[src/rtl/core/tqm_pkg.sv]
// ----------------------------------------------------------------------------
// tqm_pkg: shared types, widths and helpers of the triangle quadrature map.
// Holds the payload structs of both channels, the internal pipeline word and
// the clamp helpers that the front end and the top level both use.
// ----------------------------------------------------------------------------
`default_nettype none

package tqm_pkg;

   // Coordinate format and quadrature format.
   localparam int CW     = 32;          // coordinate width
   localparam int FB     = 16;          // coordinate fraction bits
   localparam int QW     = 17;          // quadrature value width
   localparam int QB     = 16;          // quadrature fraction bits
   localparam int JXW_W  = 64;          // jxw field width
   localparam int NLANES = 6;           // gradient components

   // Derived internal widths.
   localparam int AW      = CW + 1;           // edge vector component
   localparam int PROD_W  = 2 * AW;           // Jacobian product
   localparam int DW      = PROD_W + 1;       // signed determinant
   localparam int DMAG_W  = DW - 1;           // determinant magnitude
   localparam int NUM_W   = AW + 1;           // gradient numerator
   localparam int REM_W   = DMAG_W + 1;       // divider remainder
   localparam int QUO_W   = 2 * FB;           // divider quotient bits
   localparam int PW      = AW + QW + 1;      // edge times reference coordinate
   localparam int PSUM_W  = PW + 2;           // mapped point before the shift
   localparam int PT_W    = PSUM_W - QB;      // mapped point after the shift
   localparam int GV_W    = QUO_W + 2;        // signed gradient before clamping
   localparam int CLAMP_W = (PT_W > GV_W) ? PT_W : GV_W;
   localparam int JH      = DMAG_W / 2;       // split point of det times weight
   localparam int JP_W    = DMAG_W + QW;      // det times weight, full
   localparam int JM_W    = JP_W - QB;        // det times weight, shifted

   localparam logic [CW-1:0] COORD_MAX_C = {1'b0, {(CW-1){1'b1}}};
   localparam logic [CW-1:0] COORD_MIN_C = {1'b1, {(CW-1){1'b0}}};

   typedef struct packed {
      logic signed [CW-1:0] x0;
      logic signed [CW-1:0] y0;
      logic signed [CW-1:0] x1;
      logic signed [CW-1:0] y1;
      logic signed [CW-1:0] x2;
      logic signed [CW-1:0] y2;
      logic [QW-1:0]        qp_xi;
      logic [QW-1:0]        qp_eta;
      logic [QW-1:0]        qp_weight;
   } tqm_req_type;

   typedef struct packed {
      logic signed [CW-1:0]    px;
      logic signed [CW-1:0]    py;
      logic signed [JXW_W-1:0] jxw;
      logic signed [CW-1:0]    grad0_x;
      logic signed [CW-1:0]    grad0_y;
      logic signed [CW-1:0]    grad1_x;
      logic signed [CW-1:0]    grad1_y;
      logic signed [CW-1:0]    grad2_x;
      logic signed [CW-1:0]    grad2_y;
      logic                    degenerate;
      logic                    saturated;
   } tqm_rsp_type;

   // One gradient component on its way through the divider.
   typedef struct packed {
      logic [REM_W-1:0] rem;
      logic [QUO_W-1:0] quo;
      logic             neg;
      logic             ovf;
   } tqm_lane_type;

   // Word that travels down the divider chain.
   typedef struct packed {
      logic [CW-1:0]                   px;
      logic [CW-1:0]                   py;
      logic [JXW_W-1:0]                jxw;
      logic                            sat;
      logic                            degen;
      logic [DMAG_W-1:0]               dmag;
      tqm_lane_type [NLANES-1:0]       lane;
   } tqm_mid_type;

   typedef struct packed {
      logic [CW-1:0] val;
      logic          sat;
   } tqm_clamp_type;

   // Clamps a signed value to the coordinate range.
   function automatic tqm_clamp_type clamp_coord(input logic signed [CLAMP_W-1:0] v);
      tqm_clamp_type      r;
      logic [CLAMP_W-CW:0] top;
      top = v[CLAMP_W-1:CW-1];
      if ((&top) || !(|top)) begin
         r.sat = 1'b0;
         r.val = v[CW-1:0];
      end else begin
         r.sat = 1'b1;
         r.val = v[CLAMP_W-1] ? COORD_MIN_C : COORD_MAX_C;
      end
      return r;
   endfunction

   // Turns a finished divider lane into a signed, clamped gradient.
   function automatic tqm_clamp_type grad_out(input tqm_lane_type l);
      tqm_clamp_type          r;
      logic signed [GV_W-1:0] gv;
      gv = l.neg ? -$signed({2'b00, l.quo}) : $signed({2'b00, l.quo});
      if (l.ovf) begin
         r.sat = 1'b1;
         r.val = l.neg ? COORD_MIN_C : COORD_MAX_C;
      end else begin
         r = clamp_coord(CLAMP_W'(gv));
      end
      return r;
   endfunction

endpackage

`default_nettype wire

[src/rtl/core/tqm_div_step.sv]
// ----------------------------------------------------------------------------
// tqm_div_step: one restoring division step for all six gradient lanes.
// Produces one quotient bit per lane and registers the result.
// ----------------------------------------------------------------------------
`default_nettype none

module tqm_div_step import tqm_pkg::*; (
   input  wire logic        clock,
   input  wire logic        reset,
   input  wire logic        en,
   input  wire logic        in_valid,
   input  wire tqm_mid_type in_data,
   output logic             out_valid,
   output tqm_mid_type      out_data
);

   logic        v_ff;
   tqm_mid_type mid_ff;
   tqm_mid_type mid_in;
   logic [REM_W-1:0] r2 [NLANES];
   logic             ge [NLANES];

   always_comb begin
      mid_in = in_data;
      for (int i = 0; i < NLANES; i++) begin
         r2[i] = {in_data.lane[i].rem[REM_W-2:0], 1'b0};
         ge[i] = r2[i] >= REM_W'(in_data.dmag);
         mid_in.lane[i].rem = ge[i] ? r2[i] - REM_W'(in_data.dmag) : r2[i];
         mid_in.lane[i].quo = {in_data.lane[i].quo[QUO_W-2:0], ge[i]};
      end
   end

   always_ff @(posedge clock) begin
      if (reset) begin
         v_ff <= 1'b0;
      end else if (en) begin
         v_ff <= in_valid;
      end
   end

   always_ff @(posedge clock) begin
      if (en) begin
         mid_ff <= mid_in;
      end
   end

   assign out_valid = v_ff;
   assign out_data  = mid_ff;

endmodule

`default_nettype wire

[config.mk]
export PLATFORM = sky130hd
export DESIGN_NAME = tqm_div_step
export DESIGN_NICKNAME = d
export VERILOG_FILES = /design/src/rtl/core/tqm_pkg.sv /design/src/rtl/core/tqm_div_step.sv
export SDC_FILE = /design/constraint.sdc
export NUM_CORES = 2
export LEC_CHECK = 0
export BUFFER_PORTS_ARGS = -buffer_cell sky130_fd_sc_hd__buf_2
export CELL_PAD_IN_SITES_DETAIL_PLACEMENT = 0
export CELL_PAD_IN_SITES_GLOBAL_PLACEMENT = 1
export CORE_AREA = 2 2 633 635
export DETAILED_ROUTE_END_ITERATION = 12
export DIE_AREA = 0 0 635 637
export HOLD_SLACK_MARGIN = 0.02
export PLACE_DENSITY_LB_ADDON = 0.1
export SETUP_SLACK_MARGIN = 0.5
export SYNTH_ARGS = -nofsm -noshare
export SYNTH_HDL_FRONTEND = slang
export SYNTH_SLANG_ARGS = --single-unit
export TNS_END_PERCENT = 20
[constraint.sdc]
create_clock -name clock -period 7.95 [get_ports clock]
set_clock_uncertainty 0.1 [all_clocks]
set_input_delay 0 -clock clock [delete_from_list [all_inputs] [get_ports clock]]
set_output_delay 0 -clock clock [all_outputs]
set_load 0.005 [all_outputs]
==> impl_metrics.ini <==
[synthesis]
synth_edf_count = 802
syn_area_per_cell_sq_um = 10.1
ys_seq_elements = 803
synth_fp_nets = 6371
synth_area_sq_um = 52200
ys_seq_area_share_pct = 46.1
ys_warn_count = 0
yosysUniqueCellTypes = 94
syn_inst = 5163
ys_async_sr_fraction_pct = 0
synthFlopType = edfxtp_1

[worst_setup_path]
cp.arrival_ns = 6.57
cp_slowest_stage_delay_ns = 0.76
cp.required_ns = 8.42
worst_r2r_endpoint = out_valid
critPathLaunchType = input port
r2r_slack_ns = 6.70
reg2reg_depth = 3
r2r-start = out_valid
critPathTopFamily = compound AO/OA/AOI/OAI gates
crit_type = in -> reg
critical_path_buf_inv_count = 5
cp_slowest_cell = a31oi_1
crit_fanout = 8
cp_cell_sequence = dlygate4sd3_1, buf_2, inv_1, ha_1, a2111oi_0, o21ai_0, a211oi_1, o21ai_0, a31oi_1, nor2_1, a21oi_1, o21ai_0, o21a_1, o31ai_1, dlygate4sd3_1, o41ai_2, dlygate4sd3_1
worstSetupEndpointType = flip-flop

[placed_design]
dpl-instance-area_sq_um = 66500
io_buffer_count = 1596
place_hpwl_mm = 306
gp_congestion = 0.849
place_ws_ns = 2.03

[global_routing]
use_met2_pct = 35.2
grt_max_degree = 144
grt_pass1_vias = 58400
overflow = 0
use_met1_pct = 18.6
grt_use_total_pct = 17.7
grt_most_used_layer = met2
grt_first_pass_wirelength_mm = 496
antenna_found_initial = 127
gr-usage-met3_pct = 3.14

[clocking]
clk_pin_slew_ns = 0.06
ctsResizeCount = 0
cts_tree = done
cts.path.max_buffers = 4
cts_buffers = 125
cts.sinks = 803
clockRootBuffer = clkbuf_16
clock_latency_ns = 0.83
cts_max_level = 3

[die]
rows = 232
io_pins = 1609
die-area_sq_um = 404000
fp.coreArea_sq_um = 398000
die_h_um = 637
start_util_pct = 13.1
dieWidth_um = 635

[timing]
worst_slew_margin_rel_pct = 23.0
drv_slew = 0
timing.fmax_mhz = 164
tns_ns = 0
rsz0062_at_grt = no
period_needed_ns = 6.11
setup_ws_ns = 1.84
worst_pin_slew_ns = 1.15
hold_viol_final = 0
period_share_pct = 76.8
setup_viol_count_final = 0
hold_slack_ns = 0.0785

[routing]
avgRoutedWirePerCell_um = 26.7
drt_iter0_markers = 2520
drc = 0
routed-via-count = 55400
firstDrtPassIters = 6
vias_per_cell = 3.99
postRouteAntennaNets = 0
drt_wl_total_mm = 371

[layout]
drive_above_1_share_pct = 23.3
area_growth_pct = 69.0
final_cell_mix = dlygate4sd3_1, buf_2, edfxtp_1
fin_nets = 9687
design_area_sq_um = 88300
final_common_cell = dlygate4sd3_1

[status]
outcome = finished, final reports clean

[worst_hold_path]
hold_path_depth = 2
hold_end = out_data[524]
hold_path.startpoint = en
hp-class = in -> reg

[pwr]
ir_worst_vdd_mv = 0.201
p_leak_uw = 0.0362
power.density_nw_per_um2 = 187

[flow_run]
cap_violations = 0
## power by group
part | internal, uW | total, uW | switching [uW]
clock network | 3300 | 5680 | 2380
registers | 5320 | 5490 | 171
logic | 2300 | 5350 | 3050
## final cells by class
cell class              instances  area [sq um]
repair buffers               3432         26300
multi-input cells            3934         26500
inverters                     183           687
flip-flops and latches        803         24100
fillers                     44100        310000
diodes                         44           110
clock inverters                74           815
clock buffers                 150          3220
well taps                    5265          6590
## worst max path at each step
stage                      start             to  slack (ns)  cells after the start
global placement    in_data[607]  out_data[176]        1.96                     15
detailed placement  in_data[607]  out_data[176]        2.03                     15
CTS                 in_data[607]  out_data[504]        1.82                     17
finish              in_data[617]  out_data[504]        1.84                     17
floorplan           in_data[606]  out_data[201]        4.38                     13
global route        in_data[607]   out_data[75]        1.57                     17
## sequential cells by signal (all words and copies together) (netlist names)
register	flops
out_data	802
out_valid	1
## per-stage QoR
step | util (%) | std cells | power, uW
after detailed placement | 16.7 | 11900 | 10100
final | 22.2 | 13900 | 16500
after global placement | 16.7 | 11900 | 10200
after CTS | 22.2 | 13800 | 17000
after floorplan | - | 5163 | 7620
after global routing | 22.2 | 13900 | 17400
## cell usage after synthesis, types with 71 or more instances
library cell	number	area [sq um]
clkbuf_1	170	638
a21oi_1	538	2690
nor3_1	71	355
nand2_1	498	1870
edfxtp_1	802	24100
nor2_1	322	1210
inv_1	181	679
nand4_1	130	813
xnor2_1	219	1920
o21ai_0	396	1980
nand3_1	105	526
ha_1	396	4950
mux2_2	85	957
a21o_1	249	1870
xor2_1	140	1230
## per-layer routing
metal / vias to the layer above / share of wire, %
li1: 26100 / -
met4: 30 / 3.2
met5: - / 0.056
met2: 1567 / 55
met3: 377 / 4.8
met1: 27200 / 37
## cells by family after synthesis
| group | Yosys count | synth area share (%) |
|---|---|---|
| buffers and inverters | 426 | 3.32 |
| muxes | 111 | 2.38 |
| AOI/OAI and AO/OA | 1677 | 20.0 |
| xor gates and xnor gates | 359 | 6.02 |
| and+or+nand+nor | 1385 | 12.4 |
| DFF | 803 | 46.1 |
| adders and majority gates | 402 | 9.71 |
## repair_timing
action / 4_1_cts / 5_1_grt
hold buffers: 1760 / 0
setup buffers: 0 / 0
hold endpoints to repair: 967 / 0
Note: power is estimated with default switching activity, not from simulation.
