==> src/rtl/core/tqm_pkg.sv <==
// ----------------------------------------------------------------------------
// tqm_pkg: shared types, widths and helpers of the triangle quadrature map.
// Holds the payload structs of both channels, the internal pipeline word and
// the clamp helpers that the front end and the top level both use.
// ----------------------------------------------------------------------------
`default_nettype none

package tqm_pkg;

   // Coordinate format and quadrature format.
   localparam int CW     = 32;          // coordinate width
   localparam int FB     = 16;          // coordinate fraction bits
   localparam int QW     = 17;          // quadrature value width
   localparam int QB     = 16;          // quadrature fraction bits
   localparam int JXW_W  = 64;          // jxw field width
   localparam int NLANES = 6;           // gradient components

   // Derived internal widths.
   localparam int AW      = CW + 1;           // edge vector component
   localparam int PROD_W  = 2 * AW;           // Jacobian product
   localparam int DW      = PROD_W + 1;       // signed determinant
   localparam int DMAG_W  = DW - 1;           // determinant magnitude
   localparam int NUM_W   = AW + 1;           // gradient numerator
   localparam int REM_W   = DMAG_W + 1;       // divider remainder
   localparam int QUO_W   = 2 * FB;           // divider quotient bits
   localparam int PW      = AW + QW + 1;      // edge times reference coordinate
   localparam int PSUM_W  = PW + 2;           // mapped point before the shift
   localparam int PT_W    = PSUM_W - QB;      // mapped point after the shift
   localparam int GV_W    = QUO_W + 2;        // signed gradient before clamping
   localparam int CLAMP_W = (PT_W > GV_W) ? PT_W : GV_W;
   localparam int JH      = DMAG_W / 2;       // split point of det times weight
   localparam int JP_W    = DMAG_W + QW;      // det times weight, full
   localparam int JM_W    = JP_W - QB;        // det times weight, shifted

   localparam logic [CW-1:0] COORD_MAX_C = {1'b0, {(CW-1){1'b1}}};
   localparam logic [CW-1:0] COORD_MIN_C = {1'b1, {(CW-1){1'b0}}};

   typedef struct packed {
      logic signed [CW-1:0] x0;
      logic signed [CW-1:0] y0;
      logic signed [CW-1:0] x1;
      logic signed [CW-1:0] y1;
      logic signed [CW-1:0] x2;
      logic signed [CW-1:0] y2;
      logic [QW-1:0]        qp_xi;
      logic [QW-1:0]        qp_eta;
      logic [QW-1:0]        qp_weight;
   } tqm_req_type;

   typedef struct packed {
      logic signed [CW-1:0]    px;
      logic signed [CW-1:0]    py;
      logic signed [JXW_W-1:0] jxw;
      logic signed [CW-1:0]    grad0_x;
      logic signed [CW-1:0]    grad0_y;
      logic signed [CW-1:0]    grad1_x;
      logic signed [CW-1:0]    grad1_y;
      logic signed [CW-1:0]    grad2_x;
      logic signed [CW-1:0]    grad2_y;
      logic                    degenerate;
      logic                    saturated;
   } tqm_rsp_type;

   // One gradient component on its way through the divider.
   typedef struct packed {
      logic [REM_W-1:0] rem;
      logic [QUO_W-1:0] quo;
      logic             neg;
      logic             ovf;
   } tqm_lane_type;

   // Word that travels down the divider chain.
   typedef struct packed {
      logic [CW-1:0]                   px;
      logic [CW-1:0]                   py;
      logic [JXW_W-1:0]                jxw;
      logic                            sat;
      logic                            degen;
      logic [DMAG_W-1:0]               dmag;
      tqm_lane_type [NLANES-1:0]       lane;
   } tqm_mid_type;

   typedef struct packed {
      logic [CW-1:0] val;
      logic          sat;
   } tqm_clamp_type;

   // Clamps a signed value to the coordinate range.
   function automatic tqm_clamp_type clamp_coord(input logic signed [CLAMP_W-1:0] v);
      tqm_clamp_type      r;
      logic [CLAMP_W-CW:0] top;
      top = v[CLAMP_W-1:CW-1];
      if ((&top) || !(|top)) begin
         r.sat = 1'b0;
         r.val = v[CW-1:0];
      end else begin
         r.sat = 1'b1;
         r.val = v[CLAMP_W-1] ? COORD_MIN_C : COORD_MAX_C;
      end
      return r;
   endfunction

   // Turns a finished divider lane into a signed, clamped gradient.
   function automatic tqm_clamp_type grad_out(input tqm_lane_type l);
      tqm_clamp_type          r;
      logic signed [GV_W-1:0] gv;
      gv = l.neg ? -$signed({2'b00, l.quo}) : $signed({2'b00, l.quo});
      if (l.ovf) begin
         r.sat = 1'b1;
         r.val = l.neg ? COORD_MIN_C : COORD_MAX_C;
      end else begin
         r = clamp_coord(CLAMP_W'(gv));
      end
      return r;
   endfunction

endpackage

`default_nettype wire

==> src/rtl/core/tqm_rsp_fifo.sv <==
// ----------------------------------------------------------------------------
// tqm_rsp_fifo: two-entry result buffer in front of the response channel.
// Decouples the pipeline from a stalling receiver.
// ----------------------------------------------------------------------------
`default_nettype none

module tqm_rsp_fifo import tqm_pkg::*; (
   input  wire logic        clock,
   input  wire logic        reset,
   input  wire logic        push,
   input  wire tqm_rsp_type push_data,
   output logic             full,
   output logic             rsp_valid,
   input  wire logic        rsp_ready,
   output tqm_rsp_type      rsp_data
);

   tqm_rsp_type mem [2];
   logic        wr_ptr_ff, rd_ptr_ff;
   logic [1:0]  count_ff, count_in;
   logic        pop;

   assign pop       = rsp_valid && rsp_ready;
   assign rsp_valid = (count_ff != 2'd0);
   assign full      = (count_ff == 2'd2);
   assign rsp_data  = mem[rd_ptr_ff];

   always_comb begin
      count_in = count_ff + {1'b0, push} - {1'b0, pop};
   end

   always_ff @(posedge clock) begin
      if (reset) begin
         wr_ptr_ff <= 1'b0;
         rd_ptr_ff <= 1'b0;
         count_ff  <= 2'd0;
      end else begin
         if (push) wr_ptr_ff <= ~wr_ptr_ff;
         if (pop) rd_ptr_ff <= ~rd_ptr_ff;
         count_ff <= count_in;
      end
   end

   always_ff @(posedge clock) begin
      if (push) begin
         mem[wr_ptr_ff] <= push_data;
      end
   end

   a_no_push_full: assert property (@(posedge clock) disable iff (reset)
      !(push && full && !pop))
      else $error("Result buffer overflow.");

   a_count_range: assert property (@(posedge clock) disable iff (reset)
      count_ff != 2'd3)
      else $error("Result buffer count out of range.");

   a_pop_drains: assert property (@(posedge clock) disable iff (reset)
      (pop && !push) |=> (count_ff == $past(count_ff) - 2'd1))
      else $error("Result buffer count did not drop after a transaction.");

endmodule

`default_nettype wire

==> config.mk <==
export PLATFORM = sky130hd
export DESIGN_NAME = tqm_rsp_fifo
export DESIGN_NICKNAME = d
export VERILOG_FILES = /design/src/rtl/core/tqm_pkg.sv /design/src/rtl/core/tqm_rsp_fifo.sv
export SDC_FILE = /design/constraint.sdc
export NUM_CORES = 1
export LEC_CHECK = 0
export BUFFER_PORTS_ARGS = -buffer_cell sky130_fd_sc_hd__buf_4
export CAP_MARGIN = 20
export CORE_AREA = 5 5 252 254
export CTS_CLUSTER_SIZE = 40
export DETAILED_ROUTE_END_ITERATION = 12
export DIE_AREA = 0 0 257 259
export PLACE_DENSITY_LB_ADDON = 0.12
export SYNTH_ARGS = -nofsm -noshare
export SYNTH_HDL_FRONTEND = slang
export SYNTH_SLANG_ARGS = --single-unit
==> constraint.sdc <==
create_clock -name clock -period 50.3 [get_ports clock]
set_input_delay 10.06 -clock clock [delete_from_list [all_inputs] [get_ports clock]]
set_output_delay 10.06 -clock clock [all_outputs]
set_load 0.02 [all_outputs]
==> flow_metrics.tcl <==
set metrics [dict create \
    dr.pass1.iters 4 \
    grt_overflow 0 \
    worstHoldPathCells 2 \
    switching_share 0.2661 \
    syn_inst 1025 \
    antenna_found_initial 10 \
    clock_path_buffers 3 \
    hold_buffers 0 \
    post_cts_buffers 0 \
    cts-root-buf "clkbuf_16" \
    worst_slew_pin_slew_ns 1.294 \
    p_comb_frac 0.231 \
    place_congestion 0.7783 \
    port_buffers 649 \
    fin_setup_tns_ns 0 \
    grt_pass1_wl_um 83790 \
    rr_worst_depth 4 \
    required_ns 40.24 \
    fin_area_sq_um 31670 \
    slew_headroom 0.1372 \
    synth.distinct_cells 16 \
    synth.avg_cell_area_sq_um 23.15 \
    drc 0 \
    dr.first_iter.drc_count 668 \
    initial_core_util 0.3889 \
    synth_top_family_by_area "multiplexers" \
    syn2layout_area_growth_pct 33.46 \
    core_area_sq_um 61030 \
    dieArea_sq_um 66560 \
    hp-class "reg2reg" \
    period_share 0.2572 \
    cts_inserted_buffers 70 \
    r2r_end "mem[0][244]" \
    synth.area.mux_share 0.1601 \
    ys_seq_area_frac 0.8191 \
    syn_nets 1353 \
    synth-adder-area-share 0.001054 \
    drive_above_1_share 0.6071 \
    timing.fmax_mhz 77.31 \
    wire_per_inst_um 23.15 \
    pwr_density_cell_nw_per_um2 47.26 \
    path_class "reg2out" \
    cp_max_fo 171 \
    clock-sinks 649 \
    final_max_slew_viol_count 0 \
    final_hold_viol_count 0 \
    ys_seq_elements 649 \
    cp-end-kind "output port" \
    place_area_sq_um 29340 \
    synth-simple-area-share 0.002056 \
    netSwitchingPower_uw 398.3 \
    num_rows 91 \
    ir_drop_v 0.00003232 \
    placedCellCount 2437 \
    fill_cells 5037 \
    nets 2048 \
    post-dp-hpwl_um 41210 \
    crit_arrival_ns 2.88 \
    outcome "finished clean" \
    power.share.clock 0.339 \
    seq_power_share 0.430 \
    ios 650 \
    clk_pin_slew_worst_paths_ns 0.05 \
    grt_pass1_vias 12750 \
    track_usage 0.1698 \
    die_h_um 259 \
    final_cells 2574 \
    fin_ws_ns 37.36 \
    syn_area_sq_um 23730 \
    fin_crit_ns 12.94 \
    route.antenna.remaining_nets 0 \
    synth_warnings 0 \
    skew_ns 0.01752 \
    rr_startpoint "wr_ptr_ff" \
    hold_path_end "wr_ptr_ff" \
    cts_resized 0 \
    synth_compound_area_frac 0.0003163 \
    clock_latency_ns 0.58 \
    die_w_um 257 \
    synth_xor_area_frac 0.001318 \
    setup_viol 0 \
    num_vias 12210 \
    dp_slack_ns 36.83 \
    intPower_uw 1099 \
    routed_wl_um 59600 \
    tritoncts "done" \
    grt_max_degree 172 \
    reg2reg_slack_ns 47.05 \
    drv_cap 0 \
    rsz0062_at_grt "no" \
    min_from "wr_ptr_ff" \
    cp-start-kind "flop" \
    htree_levels 3 \
    vias_per_cell 4.744 \
    leakage_uw 0.01179 \
]
[cell type report]
cell class                 instances  area, sq um  area share
timing repair buffer             659         5005      0.1580
multi-input combinational        338         3921      0.1238
inverter                           2        7.507   0.0002370
clock inverter                    37        376.6     0.01189
tap                              790        988.4     0.03121
antenna                           10        25.02   0.0007901
sequential                       649        19440      0.6138
clock buffer                      89         1907     0.06020
[worst max path at each step]
| stage | from | endpoint | slack (ns) |
|---|---|---|---|
| 6_report | flop | rsp_data[177] | 37.36 |
| 5_1_grt | flop | rsp_data[86] | 37.20 |
| 4_1_cts | flop | rsp_data[277] | 37.26 |
| 3_5_place_dp | push | mem[0][222] | 36.83 |
| 3_3_place_gp | push | mem[0][180] | 36.80 |
| 2_1_floorplan | push | mem[0][0] | 25.35 |
[power by group through the flow]
| stage | Clock (uW) | Sequential (uW) | Combinational [uW] |
|---|---|---|---|
| floorplan | 0 | 664 | 213 |
| global placement | 0 | 654 | 350 |
| detailed placement | 0 | 656 | 350 |
| CTS | 522 | 644 | 351 |
| global route | 546 | 646 | 364 |
| finish | 507 | 644 | 346 |
[state kept, by name (all words and copies together), names as in the netlist, named ones only]
register / cells
mem: 644
rd_ptr_ff: 1
wr_ptr_ff: 1
count_ff: 2
[cell usage in the layout (no fill, tap or decap)]
cell         n
and2_4       1
buf_12       3
buf_16       1
buf_4      655
bufinv_16    7
clkbuf_1    14
clkbuf_16   73
clkbuf_8     2
clkinv_1    14
clkinv_2    11
clkinv_8     2
dfxtp_1      4
dfxtp_4      1
diode_2     10
edfxtp_1   644
ha_1         2
inv_1        2
inv_6        3
mux2_1       8
mux2_2     276
mux2_4      40
nor2_1       3
nor2b_1      3
nor2b_4      1
o21a_1       1
or2_2        1
xnor2_1      1
xnor3_1      1
[cells in the mapped netlist]
| master | n | area [sq um] |
|---|---|---|
| inv_1 | 2 | 7.510 |
| and2_1 | 1 | 6.260 |
| o21a_1 | 1 | 7.510 |
| mux2_1 | 8 | 90.09 |
| mux2_2 | 276 | 3108 |
| nor2_1 | 3 | 11.26 |
| buf_6 | 31 | 349.1 |
| or2_2 | 1 | 6.260 |
| xnor2_1 | 1 | 8.760 |
| dfxtp_1 | 5 | 100.1 |
| edfxtp_1 | 644 | 19340 |
| nor2b_1 | 4 | 25.02 |
| mux2_4 | 40 | 600.6 |
| ha_1 | 2 | 25.02 |
| buf_2 | 5 | 25.02 |
| xnor3_1 | 1 | 22.52 |
[worst max-delay path: stages (launching register included)]
cell and delay [ns]:
dfxtp_4 0.67, buf_12 0.55, mux2_2 0.45, buf_4 0.17
[per-layer routing]
metal,vias up,wire (um),GRT usage
met5,-,11,0
met4,2,2164,0.07560
li1,5520,-,-
met2,409,31590,0.3013
met1,6181,20820,0.1816
met3,99,5013,0.06264
[through the flow]
step	total power, uW	hold slack, ns	util
4_1_cts	1518	0.5861	0.5181
6_report	1497	0.5843	0.5190
5_1_grt	1556	0.6128	0.5189
2_1_floorplan	877.5	0.4965	-
3_3_place_gp	1004	0.5658	0.4807
3_5_place_dp	1006	0.5770	0.4807
[cell families after synthesis]
family          count (synthesis)
simple gates                    9
flops                         649
xor+xnor                        2
compound gates                  1
buf+inv                        38
mux                           324
fa+ha+maj                       2
Power figures use the tool's default switching activity.
